<file path="config.mk">
export PLATFORM = sky130hd
export DESIGN_NAME = sma_ctrl
export DESIGN_NICKNAME = d
export VERILOG_FILES = /design/src/hdl/sma_pkg.sv /design/src/hdl/sma_ctrl.sv
export SDC_FILE = /design/constraint.sdc
export NUM_CORES = 1
export LEC_CHECK = 0
export ABC_CLOCK_PERIOD_IN_PS = 2150
export BUFFER_PORTS_ARGS = -buffer_cell sky130_fd_sc_hd__buf_2
export CAP_MARGIN = 20
export CORE_AREA = 2 2 39 41
export DETAILED_ROUTE_END_ITERATION = 6
export DIE_AREA = 0 0 41 43
export GPL_TIMING_DRIVEN = 0
export PLACE_DENSITY_LB_ADDON = 0.12
export SYNTH_ARGS = -nofsm -noshare
export SYNTH_HDL_FRONTEND = slang
export SYNTH_SLANG_ARGS = --single-unit
</file>
<file path="constraint.sdc">
create_clock -name clk -period 2.15 [get_ports clk]
set_clock_uncertainty 0.1 [all_clocks]
set_input_delay 0.5375 -clock clk [delete_from_list [all_inputs] [get_ports clk]]
set_output_delay 0.5375 -clock clk [all_outputs]
set_load 0.005 [all_outputs]
</file>
<file path="src/hdl/sma_pkg.sv">
// Shared types and constants of the stereo mix accumulator.
package sma_pkg;

	localparam int unsigned STORE_DEPTH_DEFAULT = 2048;
	localparam int unsigned MASTER_VOLUME_RESET = 256;

	localparam int unsigned SLOT_W   = 11;
	localparam int unsigned SAMPLE_W = 16;
	localparam int unsigned VOLUME_W = 8;
	localparam int unsigned MASTER_W = 10;
	localparam int unsigned ACC_W    = 32;
	localparam int unsigned PCM_W    = 16;
	localparam int unsigned CFG_W    = 10;

	// Reduce the slot modulo the store depth by a scaled reciprocal.
	localparam int unsigned RECIP_SHIFT = 27;
	localparam int unsigned RECIP_W     = 24;

	typedef enum logic [1:0] {
		OP_CLEAR = 2'd0,
		OP_ACCUM = 2'd1,
		OP_DRAIN = 2'd2,
		OP_NONE  = 2'd3
	} op_t;

	typedef enum logic {
		CFG_MASTER_VOLUME = 1'b0,
		CFG_OUTPUT_8BIT   = 1'b1
	} cfg_index_t;

	typedef enum logic [2:0] {
		ST_SWEEP,
		ST_IDLE,
		ST_ADDR1,
		ST_ADDR2,
		ST_ADDR3,
		ST_EXEC,
		ST_WRITEBACK,
		ST_DRAIN
	} state_t;

	typedef struct packed {
		logic capture;
		logic sweep;
		logic mem_clear;
		logic mem_read;
		logic mem_accum;
		logic out_load;
	} cmd_t;

	typedef struct packed {
		op_t  op;
		logic sweep_last;
	} status_t;

endpackage

</file>
<file path="src/hdl/sma_ctrl.sv">
// Controller state machine of the stereo mix accumulator.
module sma_ctrl import sma_pkg::*; (
	input  logic    clk,
	input  logic    arst_n,
	input  logic    start,
	input  status_t status,
	output cmd_t    cmd,
	output logic    busy
);

	state_t state_q;
	state_t state_next;

	always_ff @(posedge clk or negedge arst_n) begin
		if (!arst_n) begin
			state_q <= ST_SWEEP;
		end else begin
			state_q <= state_next;
		end
	end

	always_comb begin
		state_next = state_q;
		unique case (state_q)
			ST_SWEEP: begin
				if (status.sweep_last) begin
					state_next = ST_IDLE;
				end
			end
			ST_IDLE: begin
				if (start) begin
					state_next = ST_ADDR1;
				end
			end
			ST_ADDR1: state_next = ST_ADDR2;
			ST_ADDR2: state_next = ST_ADDR3;
			ST_ADDR3: state_next = ST_EXEC;
			ST_EXEC: begin
				unique case (status.op)
					OP_ACCUM: state_next = ST_WRITEBACK;
					OP_DRAIN: state_next = ST_DRAIN;
					OP_CLEAR,
					OP_NONE:  state_next = ST_IDLE;
				endcase
			end
			ST_WRITEBACK: state_next = ST_IDLE;
			ST_DRAIN:     state_next = ST_IDLE;
			default:      state_next = ST_IDLE;
		endcase
	end

	always_comb begin
		cmd  = '0;
		busy = 1'b1;
		unique case (state_q)
			ST_SWEEP: cmd.sweep = 1'b1;
			ST_IDLE: begin
				busy        = 1'b0;
				cmd.capture = start;
			end
			ST_ADDR1, ST_ADDR2, ST_ADDR3: ;
			ST_EXEC: begin
				cmd.mem_clear = (status.op == OP_CLEAR);
				cmd.mem_read  = (status.op == OP_ACCUM) || (status.op == OP_DRAIN);
			end
			ST_WRITEBACK: cmd.mem_accum = 1'b1;
			ST_DRAIN:     cmd.out_load  = 1'b1;
			default: ;
		endcase
	end

endmodule

</file>
==> summary.json, run 1 <==
{
  "run_status": "finished, final reports clean",
  "synth_cells": 30,
  "port_buffers": 12,
  "clock_power_share_pct": 22.1,
  "post-route-cell-area_um2": 382,
  "wl_met3_um": 39,
  "finalHoldViolCount": 0,
  "drt.antenna.violating_nets": 0,
  "switching_power_uw": 165,
  "hold_buffers": 1,
  "ctsHtreeMaxLevel": 1,
  "worst_r2r_startpoint": "state_q[1]",
  "cts.repair_timing.setup_buffer_count": 0,
  "grt_usage_pct": 8.24,
  "wl_per_cell_um": 9.89,
  "cellInternalPower_uw": 279,
  "pin_count_of_the_biggest_net_entering_global_routing": 11,
  "crit_type": "reg2out",
  "worst_skew_pair.late_latency_ns": 0.23,
  "worst_setup_path_start_kind": "flip-flop",
  "tritoncts_clock_tree": "done",
  "mappedNetlistArea_um2": 265,
  "clock.fmax_mhz": 516,
  "post-route-period-util_pct": 90.1,
  "setup-tns-final_ns": 0,
  "post_route_cells_drive_above_1_share_pct": 44.7,
  "core_region_area_um2": 1380,
  "regToRegSetupSlack_ns": 0.79,
  "setup_crit_end": "cmd[5]",
  "dieArea_um2": 1760,
  "number_of_vias_per_cell": 4.13,
  "seq_area_frac_synth_pct": 28.3,
  "start_util_pct": 19.2,
  "cts_root_buffer": "clkbuf_4",
  "power.share.switching_pct": 37.1,
  "max_cap_viol_count": 0,
  "slew_violations": 0,
  "met2_wirelength_um": 304,
  "power_density_nw_per_um2": 1160,
  "critPathMaxFanout": 10,
  "clk_sink_count": 3,
  "vdd_ir_drop_max_mv": 0.274,
  "ys_warn_count": 0,
  "clock_pin_slew_on_the_worst_setup_and_hold_paths_ns": 0.04,
  "setup.worst_path.start": "state_q[2]",
  "detail_route.wirelength_um": 623,
  "total_i_o_pin_count": 13,
  "initial_antenna_violation_count": 0,
  "fp.dieW_um": 41,
  "mappedNetlistNets": 38,
  "registers.top_by_ff_count": "state_q",
  "dp_hpwl_um": 484,
  "worst_case_reg_to_reg_path_depth": 3,
  "setup-violations-final": 0,
  "period_needed_ns": 1.94,
  "syn_area_per_cell_um2": 8.84,
  "worst_ep_arrival_time_ns": 1.30,
  "grt_first_pass_wirelength_um": 972,
  "tightest_slew_ns": 0.384,
  "timing.hold.worst.class": "in2async",
  "unrepaired_setup_endpoints_after_global_routing": "no",
  "synth-seq-cells": 3,
  "largest_reg_flops": 3,
  "globalRouteOverflowTotal": 0,
  "power.share.combinational_pct": 52.7,
  "final_nets": 56,
  "detailroute.via_count": 260,
  "area_growth_pct": 43.9,
  "cp_endpoint_kind": "output port",
  "m1WireLength_um": 279,
  "num_rows": 14,
  "first_drt_iteration_drcs": 9,
  "first_global_vias": 219,
  "chipHeight_um": 43,
  "dpl_cell_area_um2": 345,
  "n_antenna_cell": 0,
  "drcViolationCount": 0,
  "post_synth_num_cell_types": 21,
  "globalplace.congestion": 0.674,
  "max-slew-margin-rel_pct": 74.4,
  "top_layer_used": "met3",
  "power.share.sequential_pct": 25.2,
  "cts.repair.resized": 0,
  "cts_buffers": 3,
  "buffers_from_clock_root_to_sink_at_most": 2,
  "cellLeakagePower_uw": 0.000212,
  "critPathRequiredTime_ns": 1.51,
  "detail_route.first_pass.iterations": 2,
  "reg.largest.list": "state_q x3",
  "worst_r2r_end": "state_q[0]"
}
==> kinds of logic after synthesis <==
logic type | share of synthesized area, %
AND/OR/NAND/NOR | 38.2
AO/OA/AOI/OAI | 9.91
buffers and inverters | 9.90
adder cells (fa/ha/maj) | 9.43
multiplexers | 4.24
flip-flops | 28.3
==> critical path, cell delays in order, from the launching register on <==
cell and delay (ns):
dfrtp_1 0.38, clkbuf_1 0.34, and3b_1 0.22, buf_2 0.12
==> cells in the mapped netlist <==
cell type  count  area, µm²
and2b_2        1       8.76
nor3_1         1       5.00
nor2b_1        1       6.26
or4_1          1       7.51
nand2b_2       1       8.76
and3b_1        1       8.76
o211a_1        1       10.0
nand2_1        1       3.75
dfrtp_1        3       75.1
nand2b_1       2       12.5
nor2_1         3       11.3
o22ai_1        1       6.26
clkbuf_1       1       3.75
ha_1           2       25.0
buf_6          1       11.3
a22o_2         1       10.0
mux2_2         1       11.3
and3_2         1       7.51
and3_1         2       12.5
nand4b_1       1       8.76
inv_1          3       11.3
==> area by class of cell <==
| class | instances | area [µm²] |
|---|---|---|
| multi-input combinational | 22 | 164 |
| timing repair buffer | 13 | 70.1 |
| fill | 159 | 1000 |
| sequential | 3 | 75.1 |
| clock buffer | 4 | 26.3 |
| tap | 16 | 20.0 |
| buffer | 2 | 15.0 |
| inverter | 3 | 11.3 |
==> power by group through the flow <==
stage                     clock (µW)  combinational (µW)  sequential (µW)
after floorplan                    0                 168              104
after global placement             0                 232              113
after detailed placement           0                 236              115
after CTS                        102                 237              114
after global routing             107                 259              120
final                           98.2                 234              112
==> routing by layer <==
layer,GRT usage [%],vias to the layer above
li1,-,137
met1,11.6,114
met2,11.6,9
met3,1.57,0
met4,4.00,0
met5,0,-
==> through the flow <==
stage / power (µW) / worst slack, ns / hold WS (ns) / cells / utilization [%]
finish: 444 / 0.213 / 0.528 / 63 / 27.6
global placement: 345 / 0.254 / 0.232 / 58 / 25.0
floorplan: 272 / 0.486 / 0.142 / 30 / -
CTS: 454 / 0.212 / 0.531 / 63 / 27.6
detailed placement: 351 / 0.246 / 0.234 / 58 / 25.0
global route: 486 / 0.103 / 0.541 / 63 / 27.6
==> cell usage in the layout (no fill, tap or decap), drive strengths merged <==
master / instances
nand2: 1
or4: 1
inv: 3
buf: 13
o22ai: 1
nor2: 3
dfrtp: 3
ha: 2
nand2b: 3
nor3: 1
o211a: 1
clkbuf: 5
nor2b: 1
dlygate4sd3: 1
a22o: 1
and2b: 1
and3b: 1
nand4b: 1
and3: 3
mux2: 1
==> how the worst min path moves through the flow <==
stage / startpoint / to / slack, ns
after floorplan: arst_n / state_q[0] / 0.14
after detailed placement: arst_n / state_q[0] / 0.23
after global routing: arst_n / state_q[1] / 0.54
final: arst_n / state_q[2] / 0.53
after global placement: arst_n / state_q[1] / 0.23
after CTS: arst_n / state_q[1] / 0.53
No activity file was read; power rests on OpenSTA's default activity.
==> inputs of run 2 (changes only) <==
Settings changed: BUFFER_PORTS_ARGS -buffer_cell sky130_fd_sc_hd__buf_2 to default, CTS_CLUSTER_SIZE from default to 30, DONT_BUFFER_PORTS from default to 1.
==> summary.json, run 2 (synthesis results as in run 1) <==
{
  "worst_setup_path_start_kind": "flip-flop",
  "dp_hpwl_um": 440,
  "post-route-period-util_pct": 85.0,
  "wl_per_cell_um": 11.4,
  "power_density_nw_per_um2": 1270,
  "final_nets": 44,
  "clk_sink_count": 3,
  "chipHeight_um": 43,
  "ctsHtreeMaxLevel": 1,
  "core_region_area_um2": 1380,
  "layoutNonFillerInstCount": 51,
  "clock_pin_slew_on_the_worst_setup_and_hold_paths_ns": 0.03,
  "total_i_o_pin_count": 13,
  "setup.worst_path.start": "state_q[2]",
  "drcViolationCount": 0,
  "cp_endpoint_kind": "output port",
  "tritoncts_clock_tree": "done",
  "critical_path.cell_chain": "clkbuf_1 > and3_2",
  "finalHoldViolCount": 0,
  "first_drt_iteration_drcs": 6,
  "worst-path-buf-inv": 1,
  "largest_reg_flops": 3,
  "drt.antenna.violating_nets": 0,
  "max_cap_viol_count": 0,
  "start_util_pct": 19.2,
  "setup-violations-final": 0,
  "cts_buffers": 3,
  "tightest_slew_ns": 0.372,
  "critPathMaxFanout": 10,
  "detail_route.wirelength_um": 583,
  "clock.fmax_mhz": 547,
  "area_growth_pct": 21.2,
  "cts.repair_timing.setup_buffer_count": 0,
  "run_status": "finished, final reports clean",
  "worst_r2r_startpoint": "state_q[1]",
  "pin_count_of_the_biggest_net_entering_global_routing": 11,
  "buffers_from_clock_root_to_sink_at_most": 2,
  "critPathMaxStageDelay_ns": 0.38,
  "crit_type": "reg2out",
  "unrepaired_setup_endpoints_after_global_routing": "no",
  "n_antenna_cell": 0,
  "cellLeakagePower_uw": 0.000157,
  "first_global_vias": 223,
  "detailroute.via_count": 227,
  "detail_route.first_pass.iterations": 3,
  "port_buffers": 0,
  "globalRouteOverflowTotal": 0,
  "globalplace.congestion": 0.688,
  "slew_violations": 0,
  "top_family_by_delay_on_critical_path": "flip-flops",
  "initial_antenna_violation_count": 0,
  "grt_first_pass_wirelength_um": 890,
  "vdd_ir_drop_max_mv": 0.226,
  "num_rows": 14,
  "place.detailed.instances": 46,
  "grt_usage_pct": 7.95,
  "fp.dieW_um": 41,
  "worst_skew_pair.late_latency_ns": 0.23,
  "layout.cells.most_common_list": "inv_1 (3), nor2_1 (3), clkbuf_4 (3), dfrtp_1 (3)",
  "max-slew-margin-rel_pct": 75.2,
  "registers.top_by_ff_count": "state_q",
  "reg.largest.list": "state_q x3",
  "period_needed_ns": 1.83,
  "fin_util_pct": 23.2,
  "crit_slowest_cell": "dfrtp_1",
  "timing.hold.worst.class": "in2async",
  "post_route_cells_drive_above_1_share_pct": 25.7,
  "worst_ep_arrival_time_ns": 1.19,
  "cts_root_buffer": "clkbuf_4",
  "number_of_vias_per_cell": 4.45,
  "critPathRequiredTime_ns": 1.51,
  "dieArea_um2": 1760,
  "setup-tns-final_ns": 0
}
==> run 2: cell count changes in the layout (fill, tap and decap cells not counted), sizes merged <==
cell and change:
buf -12
==> run 2: final timing paths <==
| check | to | slack (ns) | depth (start not counted) |
|---|---|---|---|
| worst max-delay path | cmd[0] | 0.32 | 2 |
| worst min-delay path | state_q[1] | 0.46 | 1 |
| worst max register to register | state_q[0] | 0.80 | 3 |
| worst min register to register | state_q[1] | 0.53 | 2 |
| max in group asynchronous | state_q[0] | 1.35 | 1 |
| min in group clk | state_q[0] | 0.46 | 2 |
==> run 2: area by class of cell <==
cell class	count	area [µm²]
fill	157	1060
timing repair buffer	1	10.0
sequential	3	75.1
tap	16	20.0
clock buffer	4	26.3
multi-input combinational	22	164
buffer	2	15.0
inverter	3	11.3
==> run 2: power breakdown <==
part           internal (µW)  leakage (µW)  total, µW  switching, µW
sequential              81.9     0.0000367        113           31.4
clock                   69.3     0.0000150       95.2           25.9
combinational            102      0.000105        199           97.2
total                    253      0.000157        407            154
==> run 2: timing repair <==
action / CTS / global route
gates resized for setup: 0 / 0
hold endpoints to repair: 3 / 0
hold buffers: 1 / 0
setup endpoints to repair: 0 / 0
==> run 2: routing by layer <==
metal  part of all wire, %  GRT usage (%)
met5                     0              0
met3                   6.7           3.66
met2                    47           9.69
met4                     0           8.00
met1                    46           9.39
==> run 2: stage by stage <==
step,area [µm²],hold WS (ns),total power [µW],setup slack (ns)
floorplan,265,0.142,272,0.486
global placement,285,0.142,310,0.449
detailed placement,285,0.142,313,0.441
CTS,322,0.449,416,0.312
global route,322,0.448,443,0.243
finish,322,0.456,407,0.322
==> inputs of run 3 (changes only) <==
Settings changed: PLACE_DENSITY_LB_ADDON 0.12 to default.
==> summary.json, run 3 (synthesis results as in run 1) <==
{
  "timing.hold.worst.class": "in2reg",
  "critPathMaxFanout": 10,
  "vdd_ir_drop_max_mv": 0.191,
  "post_route_cells_drive_above_1_share_pct": 25.7,
  "slew_violations": 0,
  "cts_buffers": 3,
  "clk_sink_count": 3,
  "post-route-period-util_pct": 84.6,
  "detail_route.first_pass.iterations": 4,
  "number_of_vias_per_cell": 4.25,
  "initial_antenna_violation_count": 0,
  "period_needed_ns": 1.82,
  "globalplace.congestion": 0.658,
  "tightest_slew_ns": 0.361,
  "worst_skew_pair.late_latency_ns": 0.24,
  "reg.largest.list": "state_q x3",
  "dieArea_um2": 1760,
  "ctsHtreeMaxLevel": 1,
  "globalRouteOverflowTotal": 0,
  "grt_first_pass_wirelength_um": 828,
  "power_density_nw_per_um2": 1280,
  "largest_reg_flops": 3,
  "finalHoldViolCount": 0,
  "max_cap_viol_count": 0,
  "hold_buffers": 1,
  "setup-tns-final_ns": 0,
  "unrepaired_setup_endpoints_after_global_routing": "no",
  "port_buffers": 0,
  "first_global_vias": 193,
  "fp.dieW_um": 41,
  "registers.top_by_ff_count": "state_q",
  "clock_pin_slew_on_the_worst_setup_and_hold_paths_ns": 0.04,
  "max-slew-margin-rel_pct": 75.9,
  "crit_type": "reg2out",
  "setup-violations-final": 0,
  "run_status": "finished, final reports clean",
  "cts_root_buffer": "clkbuf_4",
  "chipHeight_um": 43,
  "layout.cells.most_common_list": "inv_1 (3), nor2_1 (3), clkbuf_4 (3), dfrtp_1 (3)",
  "start_util_pct": 19.2,
  "first_drt_iteration_drcs": 9,
  "cts.repair_timing.setup_buffer_count": 0,
  "placement.setup.worst_slack_ns": 0.449,
  "worst_setup_path_start_kind": "flip-flop",
  "critPathRequiredTime_ns": 1.51,
  "worst_ep_arrival_time_ns": 1.18,
  "drt.antenna.violating_nets": 0,
  "cp_endpoint_kind": "output port",
  "detail_route.wirelength_um": 570,
  "tritoncts_clock_tree": "done",
  "wl_per_cell_um": 11.2,
  "grt_usage_pct": 7.25,
  "core_region_area_um2": 1380,
  "clock.fmax_mhz": 550,
  "cts.repair.resized": 0,
  "n_antenna_cell": 0,
  "total_i_o_pin_count": 13,
  "buffers_from_clock_root_to_sink_at_most": 2,
  "detailroute.via_count": 217,
  "area_growth_pct": 21.2,
  "final_nets": 44,
  "postLayoutSetupSlackWorst_ns": 0.332,
  "pin_count_of_the_biggest_net_entering_global_routing": 11,
  "drcViolationCount": 0,
  "cellLeakagePower_uw": 0.000157,
  "num_rows": 14
}
run 3: worst max-delay path, cell delays in order, from the launching register on:
cell,delay [ns]
dfrtp_1,0.37
clkbuf_1,0.32
and3_2,0.25
run 3: through the flow:
stage | cells | total power (µW) | util (%) | instance area [µm²] | hold slack (ns)
5_1_grt | 51 | 440 | 23.2 | 322 | 0.453
4_1_cts | 51 | 415 | 23.2 | 322 | 0.429
2_1_floorplan | 30 | 272 | - | 265 | 0.142
6_report | 51 | 411 | 23.2 | 322 | 0.431
3_3_place_gp | 46 | 302 | 20.6 | 285 | 0.142
3_5_place_dp | 46 | 306 | 20.6 | 285 | 0.142
run 3: final cells by class:
cell class              count  area (µm²)
fillers                   163        1060
plain buffers               2        15.0
multi-input cells          22         164
inverters                   3        11.3
flip-flops and latches      3        75.1
repair buffers              1        10.0
clock buffers               4        26.3
well taps                  16        20.0
run 3: worst paths after layout:
path | slack, ns | cells past startpoint | to | start
max in group asynchronous | 1.35 | 1 | state_q[1] | arst_n
worst max-delay path | 0.33 | 2 | cmd[0] | state_q[2]
worst max register to register | 0.82 | 3 | state_q[0] | state_q[1]
worst min register to register | 0.53 | 2 | state_q[1] | state_q[1]
min in group asynchronous | 0.45 | 1 | state_q[0] | arst_n
worst min-delay path | 0.43 | 2 | state_q[0] | status[0]
run 3: report_power, final:
part	leakage [µW]	switching [µW]	internal [µW]	total [µW]
logic	0.000105	94.8	102	196
registers	0.0000367	29.3	81.9	111
clock network	0.0000150	33.4	69.8	103
run 3: per-layer routing:
layer,share of wire [%],global-route usage (%),vias to the layer above
met1,42,8.77,98
met5,0,0,-
met4,3.9,8.00,0
met3,6.5,0.524,2
met2,47,10.0,6
li1,-,-,111
